[config.mk]
export PLATFORM = sky130hd
export DESIGN_NAME = h264_nal_fu_a_fragmenter_top
export DESIGN_NICKNAME = d
export VERILOG_FILES = /design/src/hdl/h264fua_pkg.sv /design/src/hdl/h264fua_front.sv /design/src/hdl/h264fua_queue.sv /design/src/hdl/h264fua_back.sv /design/src/hdl/h264fua_nal_fu_a_fragmenter_top.sv
export SDC_FILE = /design/constraint.sdc
export NUM_CORES = 1
export LEC_CHECK = 0
export BUFFER_PORTS_ARGS = -buffer_cell sky130_fd_sc_hd__buf_2
export CAP_MARGIN = 5
export CORE_MARGIN = 1.5
export CORE_UTILIZATION = 45
export DETAILED_ROUTE_END_ITERATION = 10
export SYNTH_ARGS = -nofsm -noshare
export SYNTH_HDL_FRONTEND = slang
export SYNTH_SLANG_ARGS = --single-unit
[constraint.sdc]
create_clock -name clk_i -period 15.5 [get_ports clk_i]
set_input_delay 0.775 -clock clk_i [delete_from_list [all_inputs] [get_ports clk_i]]
set_output_delay 0.775 -clock clk_i [all_outputs]
set_load 0.01 [all_outputs]
[src/hdl/h264fua_pkg.sv]
`default_nettype none
// ----------------------------------------------------------------------------
// H.264 FU-A fragmenter package
// Item types, run descriptors and constants shared by the fragmenter modules.
// ----------------------------------------------------------------------------
package h264fua_pkg;

  localparam int LENGTH_BITS = 16;
  localparam int START_HOLD  = 4;
  localparam int PKT_W       = 12;
  localparam int TOT_W       = LENGTH_BITS + 1;
  localparam int HOLD_CNT_W  = $clog2(START_HOLD + 1);
  localparam int HOLD_IDX_W  = $clog2(START_HOLD);
  localparam int MAX_RUN     = START_HOLD + 1;
  localparam int RUN_CNT_W   = $clog2(MAX_RUN + 1);
  localparam int QUEUE_DEPTH = 2;
  localparam int QPTR_W      = $clog2(QUEUE_DEPTH);
  localparam int QCNT_W      = $clog2(QUEUE_DEPTH + 1);

  localparam logic [PKT_W-1:0] RESET_PACKET = 12'd1400;
  localparam logic [PKT_W-1:0] MIN_PACKET   = 12'd16;
  localparam logic [7:0]       FU_A_TYPE    = 8'd28;
  localparam logic [7:0]       NRI_MASK     = 8'hE0;
  localparam logic [7:0]       TYPE_MASK    = 8'h1F;
  localparam logic [7:0]       FU_START_BIT = 8'h80;
  localparam logic [7:0]       FU_END_BIT   = 8'h40;

  typedef enum logic [6:0] {
    PH_IDLE         = 7'b0000001,
    PH_HOLD         = 7'b0000010,
    PH_SINGLE_FIRST = 7'b0000100,
    PH_SINGLE_MORE  = 7'b0001000,
    PH_FRAG_HEAD    = 7'b0010000,
    PH_FRAG_FIRST   = 7'b0100000,
    PH_FRAG_MORE    = 7'b1000000
  } phase_e;

  typedef struct packed {
    logic [7:0]             data_byte;
    logic                   first_of_unit;
    logic [LENGTH_BITS-1:0] unit_length;
  } in_item_t;

  typedef struct packed {
    logic [7:0] out_byte;
    logic       packet_start;
    logic       packet_end;
    logic       is_fragment;
    logic       run_last;
  } out_item_t;

  typedef struct packed {
    logic [7:0] out_byte;
    logic       packet_start;
    logic       packet_end;
    logic       is_fragment;
  } rec_t;

  typedef struct packed {
    logic [RUN_CNT_W-1:0]   count;
    rec_t [MAX_RUN-1:0]     recs;
  } run_t;

endpackage
`default_nettype wire

[src/hdl/h264fua_front.sv]
`default_nettype none
// ----------------------------------------------------------------------------
// H.264 FU-A fragmenter front end
// Accepts NAL unit bytes, strips the start code, tracks packet state and
// turns each byte into a run of result records for the queue.
// ----------------------------------------------------------------------------
module h264fua_front (
  input  wire                          clk_i,
  input  wire                          rst_ni,
  input  wire                          cfg_we_i,
  input  wire [h264fua_pkg::PKT_W-1:0] cfg_wdata_i,
  input  wire                          in_valid_i,
  output logic                         in_ready_o,
  input  h264fua_pkg::in_item_t        in_data_i,
  input  wire                          q_full_i,
  output logic                         push_o,
  output h264fua_pkg::run_t            run_o
);
  import h264fua_pkg::*;

  logic [PKT_W-1:0]       max_size_q;
  logic [PKT_W-1:0]       unit_max_q, unit_max_d;
  logic [7:0]             held_q [START_HOLD];
  logic [7:0]             held_d [START_HOLD];
  logic [HOLD_CNT_W-1:0]  held_count_q, held_count_d;
  logic [LENGTH_BITS-1:0] bytes_left_q, bytes_left_d;
  logic [7:0]             header_q, header_d;
  logic [PKT_W-1:0]       fill_q, fill_d;
  phase_e                 phase_q, phase_d;
  logic                   in_fire;

  assign in_ready_o = !q_full_i;
  assign in_fire    = in_valid_i && in_ready_o;

  always_comb begin
    logic [HOLD_CNT_W-1:0] sc;
    logic [TOT_W-1:0]      rest;
    logic [PKT_W-1:0]      room;
    logic [RUN_CNT_W-1:0]  n;
    logic                  frag_end;
    logic [7:0]            b;

    b            = in_data_i.data_byte;
    held_d       = held_q;
    held_count_d = held_count_q;
    bytes_left_d = bytes_left_q;
    header_d     = header_q;
    fill_d       = fill_q;
    unit_max_d   = unit_max_q;
    phase_d      = phase_q;
    run_o        = '0;
    n            = '0;
    sc           = '0;
    rest         = '0;
    room         = '0;
    frag_end     = 1'b0;

    if (in_fire && in_data_i.first_of_unit) begin
      held_count_d = '0;
      fill_d       = '0;
      bytes_left_d = in_data_i.unit_length;
      unit_max_d   = (max_size_q < MIN_PACKET) ? MIN_PACKET : max_size_q;
      phase_d      = (in_data_i.unit_length == '0) ? PH_IDLE : PH_HOLD;
    end

    if (in_fire) begin
      if (phase_d == PH_IDLE || bytes_left_d == '0) begin
        phase_d = PH_IDLE;
      end else begin
        bytes_left_d = bytes_left_d - LENGTH_BITS'(1);
        room         = unit_max_d - PKT_W'(2);
        case (phase_d)
          PH_HOLD: begin
            if (held_count_d < HOLD_CNT_W'(START_HOLD)) begin
              held_d[held_count_d[HOLD_IDX_W-1:0]] = b;
              held_count_d = held_count_d + HOLD_CNT_W'(1);
            end
            if (held_count_d == HOLD_CNT_W'(START_HOLD) || bytes_left_d == '0) begin
              if (held_count_d >= HOLD_CNT_W'(3) && held_d[0] == 8'h00 &&
                  held_d[1] == 8'h00 && held_d[2] == 8'h01) begin
                sc = HOLD_CNT_W'(3);
              end else if (held_count_d >= HOLD_CNT_W'(4) && held_d[0] == 8'h00 &&
                           held_d[1] == 8'h00 && held_d[2] == 8'h00 &&
                           held_d[3] == 8'h01) begin
                sc = HOLD_CNT_W'(4);
              end
              rest = TOT_W'(held_count_d) + TOT_W'(bytes_left_d) - TOT_W'(sc);
              if (rest == '0) begin
                phase_d = PH_IDLE;
              end else if (rest <= TOT_W'(unit_max_d)) begin
                for (int i = 0; i < START_HOLD; i++) begin
                  if (HOLD_CNT_W'(i) >= sc && HOLD_CNT_W'(i) < held_count_d) begin
                    run_o.recs[n].out_byte     = held_d[i];
                    run_o.recs[n].packet_start = (n == '0);
                    run_o.recs[n].packet_end   = (HOLD_CNT_W'(i + 1) == held_count_d) &&
                                                 (bytes_left_d == '0);
                    run_o.recs[n].is_fragment  = 1'b0;
                    n = n + RUN_CNT_W'(1);
                  end
                end
                phase_d = (held_count_d > sc) ? PH_SINGLE_MORE : PH_SINGLE_FIRST;
              end else begin
                // Fragmenting needs a full hold, so the start code is 0, 3 or 4 bytes.
                fill_d = '0;
                if (sc == HOLD_CNT_W'(4)) begin
                  phase_d = PH_FRAG_HEAD;
                end else if (sc == HOLD_CNT_W'(3)) begin
                  header_d = held_d[3];
                  phase_d  = PH_FRAG_FIRST;
                end else begin
                  header_d = held_d[0];
                  run_o.recs[0] = '{out_byte: (held_d[0] & NRI_MASK) | FU_A_TYPE,
                                    packet_start: 1'b1, packet_end: 1'b0,
                                    is_fragment: 1'b1};
                  run_o.recs[1] = '{out_byte: (held_d[0] & TYPE_MASK) | FU_START_BIT,
                                    packet_start: 1'b0, packet_end: 1'b0,
                                    is_fragment: 1'b1};
                  for (int i = 1; i < START_HOLD; i++) begin
                    run_o.recs[i + 1] = '{out_byte: held_d[i], packet_start: 1'b0,
                                          packet_end: 1'b0, is_fragment: 1'b1};
                  end
                  n       = RUN_CNT_W'(MAX_RUN);
                  fill_d  = PKT_W'(START_HOLD - 1);
                  phase_d = PH_FRAG_MORE;
                end
              end
            end
          end
          PH_SINGLE_FIRST, PH_SINGLE_MORE: begin
            run_o.recs[0] = '{out_byte: b, packet_start: (phase_d == PH_SINGLE_FIRST),
                              packet_end: (bytes_left_d == '0), is_fragment: 1'b0};
            n       = RUN_CNT_W'(1);
            phase_d = PH_SINGLE_MORE;
          end
          PH_FRAG_HEAD: begin
            header_d = b;
            phase_d  = PH_FRAG_FIRST;
          end
          PH_FRAG_FIRST, PH_FRAG_MORE: begin
            if (fill_d == '0) begin
              run_o.recs[0] = '{out_byte: (header_d & NRI_MASK) | FU_A_TYPE,
                                packet_start: 1'b1, packet_end: 1'b0, is_fragment: 1'b1};
              run_o.recs[1] = '{out_byte: (header_d & TYPE_MASK) |
                                  ((phase_d == PH_FRAG_FIRST) ? FU_START_BIT : 8'h00) |
                                  ((TOT_W'(bytes_left_d) + TOT_W'(1) <= TOT_W'(room)) ?
                                   FU_END_BIT : 8'h00),
                                packet_start: 1'b0, packet_end: 1'b0, is_fragment: 1'b1};
              n = RUN_CNT_W'(2);
            end
            frag_end = (fill_d + PKT_W'(1) == room) || (bytes_left_d == '0);
            run_o.recs[n] = '{out_byte: b, packet_start: 1'b0, packet_end: frag_end,
                              is_fragment: 1'b1};
            n       = n + RUN_CNT_W'(1);
            fill_d  = frag_end ? '0 : fill_d + PKT_W'(1);
            phase_d = PH_FRAG_MORE;
          end
          default: begin
            phase_d = PH_IDLE;
          end
        endcase
        if (bytes_left_d == '0) begin
          phase_d = PH_IDLE;
        end
      end
    end

    run_o.count = n;
    push_o      = in_fire && (n != '0);
  end

  always_ff @(posedge clk_i or negedge rst_ni) begin
    if (!rst_ni) begin
      max_size_q   <= RESET_PACKET;
      unit_max_q   <= RESET_PACKET;
      held_count_q <= '0;
      bytes_left_q <= '0;
      header_q     <= '0;
      fill_q       <= '0;
      phase_q      <= PH_IDLE;
    end else begin
      if (cfg_we_i) begin
        max_size_q <= cfg_wdata_i;
      end
      unit_max_q   <= unit_max_d;
      held_count_q <= held_count_d;
      bytes_left_q <= bytes_left_d;
      header_q     <= header_d;
      fill_q       <= fill_d;
      phase_q      <= phase_d;
    end
  end

  always_ff @(posedge clk_i) begin
    held_q <= held_d;
  end

endmodule
`default_nettype wire

[src/hdl/h264fua_queue.sv]
`default_nettype none
// ----------------------------------------------------------------------------
// H.264 FU-A fragmenter run queue
// Short FIFO of run descriptors between the front end and the serializer.
// ----------------------------------------------------------------------------
module h264fua_queue (
  input  wire                 clk_i,
  input  wire                 rst_ni,
  input  wire                 push_i,
  input  h264fua_pkg::run_t   push_run_i,
  output logic                full_o,
  input  wire                 pop_i,
  output logic                head_valid_o,
  output h264fua_pkg::run_t   head_run_o
);
  import h264fua_pkg::*;

  run_t              entry_q [QUEUE_DEPTH];
  logic [QPTR_W-1:0] wr_ptr_q, wr_ptr_d;
  logic [QPTR_W-1:0] rd_ptr_q, rd_ptr_d;
  logic [QCNT_W-1:0] count_q, count_d;
  logic              do_push, do_pop;

  assign full_o       = (count_q == QCNT_W'(QUEUE_DEPTH));
  assign head_valid_o = (count_q != '0);
  assign head_run_o   = entry_q[rd_ptr_q];
  assign do_push      = push_i && !full_o;
  assign do_pop       = pop_i && head_valid_o;

  always_comb begin
    wr_ptr_d = wr_ptr_q;
    rd_ptr_d = rd_ptr_q;
    count_d  = count_q;
    if (do_push) begin
      wr_ptr_d = (wr_ptr_q == QPTR_W'(QUEUE_DEPTH - 1)) ? '0 : wr_ptr_q + QPTR_W'(1);
    end
    if (do_pop) begin
      rd_ptr_d = (rd_ptr_q == QPTR_W'(QUEUE_DEPTH - 1)) ? '0 : rd_ptr_q + QPTR_W'(1);
    end
    if (do_push && !do_pop) begin
      count_d = count_q + QCNT_W'(1);
    end else if (do_pop && !do_push) begin
      count_d = count_q - QCNT_W'(1);
    end
  end

  always_ff @(posedge clk_i or negedge rst_ni) begin
    if (!rst_ni) begin
      wr_ptr_q <= '0;
      rd_ptr_q <= '0;
      count_q  <= '0;
    end else begin
      wr_ptr_q <= wr_ptr_d;
      rd_ptr_q <= rd_ptr_d;
      count_q  <= count_d;
    end
  end

  always_ff @(posedge clk_i) begin
    if (do_push) begin
      entry_q[wr_ptr_q] <= push_run_i;
    end
  end

endmodule
`default_nettype wire

[src/hdl/h264fua_back.sv]
`default_nettype none
// ----------------------------------------------------------------------------
// H.264 FU-A fragmenter serializer
// Sends the records of the head run one item per cycle while out_ready_i is high, and marks the last.
// ----------------------------------------------------------------------------
module h264fua_back (
  input  wire                    clk_i,
  input  wire                    rst_ni,
  input  wire                    head_valid_i,
  input  h264fua_pkg::run_t      head_run_i,
  output logic                   pop_o,
  output logic                   out_valid_o,
  input  wire                    out_ready_i,
  output h264fua_pkg::out_item_t out_data_o
);
  import h264fua_pkg::*;

  logic [RUN_CNT_W-1:0] idx_q, idx_d;
  logic                 is_last;
  rec_t                 rec;

  assign rec         = head_run_i.recs[idx_q];
  assign is_last     = (idx_q == head_run_i.count - RUN_CNT_W'(1));
  assign out_valid_o = head_valid_i;
  assign pop_o       = out_valid_o && out_ready_i && is_last;

  assign out_data_o.out_byte     = rec.out_byte;
  assign out_data_o.packet_start = rec.packet_start;
  assign out_data_o.packet_end   = rec.packet_end;
  assign out_data_o.is_fragment  = rec.is_fragment;
  assign out_data_o.run_last     = is_last;

  always_comb begin
    idx_d = idx_q;
    if (out_valid_o && out_ready_i) begin
      idx_d = is_last ? '0 : idx_q + RUN_CNT_W'(1);
    end
  end

  always_ff @(posedge clk_i or negedge rst_ni) begin
    if (!rst_ni) begin
      idx_q <= '0;
    end else begin
      idx_q <= idx_d;
    end
  end

endmodule
`default_nettype wire

[src/hdl/h264fua_nal_fu_a_fragmenter_top.sv]
`default_nettype none
// ----------------------------------------------------------------------------
// H.264 NAL unit to RTP FU-A fragmenter, top level
// A byte's results are offered from a registered run queue entry.
// Input bytes are taken one per cycle while the run queue is not full; a byte
// that opens a fragment yields three result items and the start code release
// up to five, and the output port sends one result item per cycle while ready.
// Reset clears all control state and sets the packet size to 1400.
// ----------------------------------------------------------------------------
module h264_nal_fu_a_fragmenter_top (
  input  wire                          clk_i,
  input  wire                          rst_ni,
  input  wire                          cfg_we_i,
  input  wire [h264fua_pkg::PKT_W-1:0] cfg_wdata_i,
  input  wire                          in_valid_i,
  output logic                         in_ready_o,
  input  h264fua_pkg::in_item_t        in_data_i,
  output logic                         out_valid_o,
  input  wire                          out_ready_i,
  output h264fua_pkg::out_item_t       out_data_o
);
  import h264fua_pkg::*;

  logic push, full, pop, head_valid;
  run_t push_run, head_run;

  h264fua_front u_front (
    .clk_i       (clk_i),
    .rst_ni      (rst_ni),
    .cfg_we_i    (cfg_we_i),
    .cfg_wdata_i (cfg_wdata_i),
    .in_valid_i  (in_valid_i),
    .in_ready_o  (in_ready_o),
    .in_data_i   (in_data_i),
    .q_full_i    (full),
    .push_o      (push),
    .run_o       (push_run)
  );

  h264fua_queue u_queue (
    .clk_i        (clk_i),
    .rst_ni       (rst_ni),
    .push_i       (push),
    .push_run_i   (push_run),
    .full_o       (full),
    .pop_i        (pop),
    .head_valid_o (head_valid),
    .head_run_o   (head_run)
  );

  h264fua_back u_back (
    .clk_i        (clk_i),
    .rst_ni       (rst_ni),
    .head_valid_i (head_valid),
    .head_run_i   (head_run),
    .pop_o        (pop),
    .out_valid_o  (out_valid_o),
    .out_ready_i  (out_ready_i),
    .out_data_o   (out_data_o)
  );

endmodule
`default_nettype wire

==> summary.md <==
| Metric | Value |
|---|---|
| Power per cell area | `132 mW/mm2` |
| Worst path arrival time | `9.36 ns` |
| Vias in the first global route | `11300` |
| CTS Buf Count | `27` |
| Crit share post-route | `59.2%` |
| Largest net degree at the start of global routing | `58` |
| Post-Place Cell Area | `0.0154 mm2` |
| Setup CP Type | `flop to flop` |
| Post-synthesis sequential area ratio | `42.7%` |
| Final WS setup | `6.32 ns` |
| Ys flop type | `edfxtp_1` |
| Post-Place Setup Slack | `6.02 ns` |
| Initial antenna violation count | `0` |
| Top-area cell type share of the netlist area | `29.5%` |
| Post-cts resize count | `0` |
| Core area | `0.0318 mm2` |
| Area delta synth->final | `11.7%` |
| Setup Viol. Count Final | `0` |
| Flops & latches, synth | `221` |
| Layout cells sized above 1 | `13.5%` |
| Max incr delay on CP | `0.85 ns` |
| Critical R2R Launch | `u_queue.count_q[1]` |
| Setup crit start | `u_queue.count_q[1]` |
| Design Area, Final | `0.0164 mm2` |
| DRT Pass-1 Iters | `7` |
| Cts hold-fix bufs | `0` |
| Clk sinks | `221` |
| Final hold vios | `0` |
| Clock skew | `0.0141 ns` |
| Tot Pwr | `2.16 mW` |
| Reg-to-reg endpoint | `u_queue.entry_q[1][14]` |
| Grt ovf | `0` |
| Reg2Reg Setup Slack | `6.32 ns` |
| Critical path peak fanout | `56` |
| Cell count after synthesis | `1463` |
| Final worst path period need | `9.18 ns` |
| Total global-route track usage | `25.3%` |
| Die width | `184 um` |
| I/O Buffers | `55` |
| Drt drc | `0` |
| Clk slew on worst S/H paths | `0.06 ns` |
| Pins over their slew limit | `0` |
| WL final | `42300 um` |
| Vias per Instance | `6.01` |
| DP HPWL | `31600 um` |
| Drt first-iter violations | `1256` |
| Kind of end point of the critical path | `flop` |
| Area contributors post-synth | `edfxtp_1 (29%), dfrtp_1 (11%), ha_1 (6.8%), mux2i_1 (4.7%), xnor2_1 (3.6%)` |
| Worst path slowest cell | `or4_1` |
| Leakage power | `6.41 nW` |
| Max frequency | `0.109 GHz` |
| Via count | `11800` |
| Avg WL per Cell | `21.6 um` |
| Post-Syn Area | `0.0147 mm2` |
| Synth cell types | `83` |
| Final Net Count | `1629` |
| Diodes inserted | `0` |
| Asr flop ratio synth | `34.8%` |
| Post-synth EDFFs | `144` |
| Worst R2R Path Depth | `32` |
| Worst rel slew slack | `27.9%` |
| CTS Root Cell | `clkbuf_16` |
| Startpoint types | `flop` |
| CTS tree | `built` |
| Worst skew pair latency | `0.56 ns` |
| RSZ-0062 raised after global routing | `no` |
| # IOs | `56` |
| Die area | `0.0337 mm2` |
| Row count | `65` |
| Worst slew pin tran | `1.08 ns` |
| Starting density of the core | `46.1%` |
| Die extent in y | `184 um` |
| Detail Route Antenna Nets | `0` |
| Syn_area_per_cell | `10.0 um2` |
| Status | `finished, final reports clean` |
| Post-CTS repair timing setup buffer count | `0` |
| Clock buffer depth | `3` |
| Synth Warn # | `0` |
| TNS Setup | `0 ns` |
| Routability cong. | `0.925` |
| H-tree Lvls | `1` |
| CP most frequent cell | `ha_1` |
| First-pass GRT wire length | `65700 um` |
| Synth area leader | `edfxtp_1` |
| Data required, critical path | `15.68 ns` |
| Number of max-cap violations | `0` |
| Peak supply drop | `102 uV` |
| Hold Crit Class | `input port to asynchronous set/reset pin` |
## cells by family after synthesis
| kind of cell | after synthesis | share of synthesized area, % |
|---|---|---|
| xor gates and xnor gates | 84 | 5.02 |
| and+or+nand+nor | 454 | 15.4 |
| DFF | 221 | 42.7 |
| adders and majority gates | 84 | 7.37 |
| buffers and inverters | 172 | 4.52 |
| other | 1 | 0.0256 |
| AOI/OAI and AO/OA | 327 | 14.8 |
| muxes | 120 | 10.2 |
## area by class of cell
class,count,area [um2]
multi-input cells,1071,7770
inverters,109,409
repair buffers,73,413
clock inverters,16,230
fillers,2909,15400
flip-flops and latches,221,6270
well taps,435,544
clock buffers,34,743
## worst max-delay path by stage
stage                                   endpoint  depth (start not counted)
after detailed placement  u_queue.entry_q[1][47]                         30
after CTS                  u_queue.entry_q[1][5]                         31
after global placement    u_queue.entry_q[1][47]                         30
after floorplan            u_queue.entry_q[1][0]                         38
final                     u_queue.entry_q[1][14]                         32
after global routing      u_queue.entry_q[1][36]                         32
## synthesized netlist by cell type (11+ instances only)
cell	n
inv_1	104
mux2_2	23
mux2i_1	69
and2_1	15
or3_1	17
o21ai_1	11
nor2_1	104
xnor2_1	60
nor2b_1	11
mux4_2	20
a21oi_1	73
nand4_1	19
clkbuf_1	45
ha_1	80
nor3_1	32
a31oi_1	23
xor2_1	24
dfstp_2	13
a22o_1	13
o22ai_1	36
nor4_1	21
o21ai_0	58
a21o_1	13
dfrtp_1	64
and3_1	13
buf_1	11
nand3_1	37
edfxtp_1	144
nand2b_1	19
nand2_1	125
## metrics by stage
| stage | cells | hold slack (ns) | utilization, % |
|---|---|---|---|
| 5_1_grt | 1959 | 0.112 | 51.5 |
| 3_5_place_dp | 1909 | 0.486 | 48.5 |
| 3_3_place_gp | 1909 | 0.468 | 48.5 |
| 4_1_cts | 1959 | 0.0961 | 51.5 |
| 6_report | 1959 | 0.0956 | 51.5 |
| 2_1_floorplan | 1464 | 0.448 | - |
## placed cells by master, fill, tap and decap left out, types with 19 or more instances in the layout
cell	Yosys	final
edfxtp_1	144	144
nand2_1	125	124
inv_1	104	104
nor2_1	104	102
ha_1	80	80
a21oi_1	73	73
mux2i_1	69	69
dfrtp_1	64	63
xnor2_1	60	60
o21ai_0	58	58
buf_2	5	54
nand3_1	37	37
o22ai_1	36	36
nor3_1	32	32
clkbuf_16	0	28
xor2_1	24	24
mux2_2	23	23
a31oi_1	23	23
nor4_1	21	20
mux4_2	20	20
nand4_1	19	19
nand2b_1	19	19
buf_4	1	19
## critical path: cells and delay by family (launching register included)
kind / cells / cell delay [ns]
fa+ha+maj: 5 / 1.29
simple gates: 10 / 2.71
buf+inv: 7 / 1.57
compound gates: 9 / 2.60
flops: 1 / 0.40
xor+xnor: 1 / 0.19
## layer usage
layer | track usage, % | vias to the layer above | routed length (um)
met3 | 3.68 | 70 | 3040
li1 | - | 5507 | -
met1 | 37.9 | 5736 | 20200
met5 | 0 | - | 0
met2 | 37.8 | 470 | 17900
met4 | 7.51 | 0 | 1230
## power breakdown
part	internal (mW)	leakage, nW	switching (mW)
Clock	0.425	0.482	0.257
Combinational	0.314	3.64	0.489
Sequential	0.655	2.29	0.0243
## registers in the layout (all words and copies together), names as in the netlist
signal and cells:
u_back.idx_q 3, u_front.bytes_left_q 16, u_front.unit_max_q 12, u_front.fill_q 12, u_front.phase_q 7, u_queue.count_q 2, u_queue.wr_ptr_q 1, u_front.held_count_q 3
u_front.max_size_q 12, u_front.header_q 8, u_queue.entry_q 112, u_queue.rd_ptr_q 1, u_front.held_q 32
No activity file was read; power rests on OpenSTA's default activity.
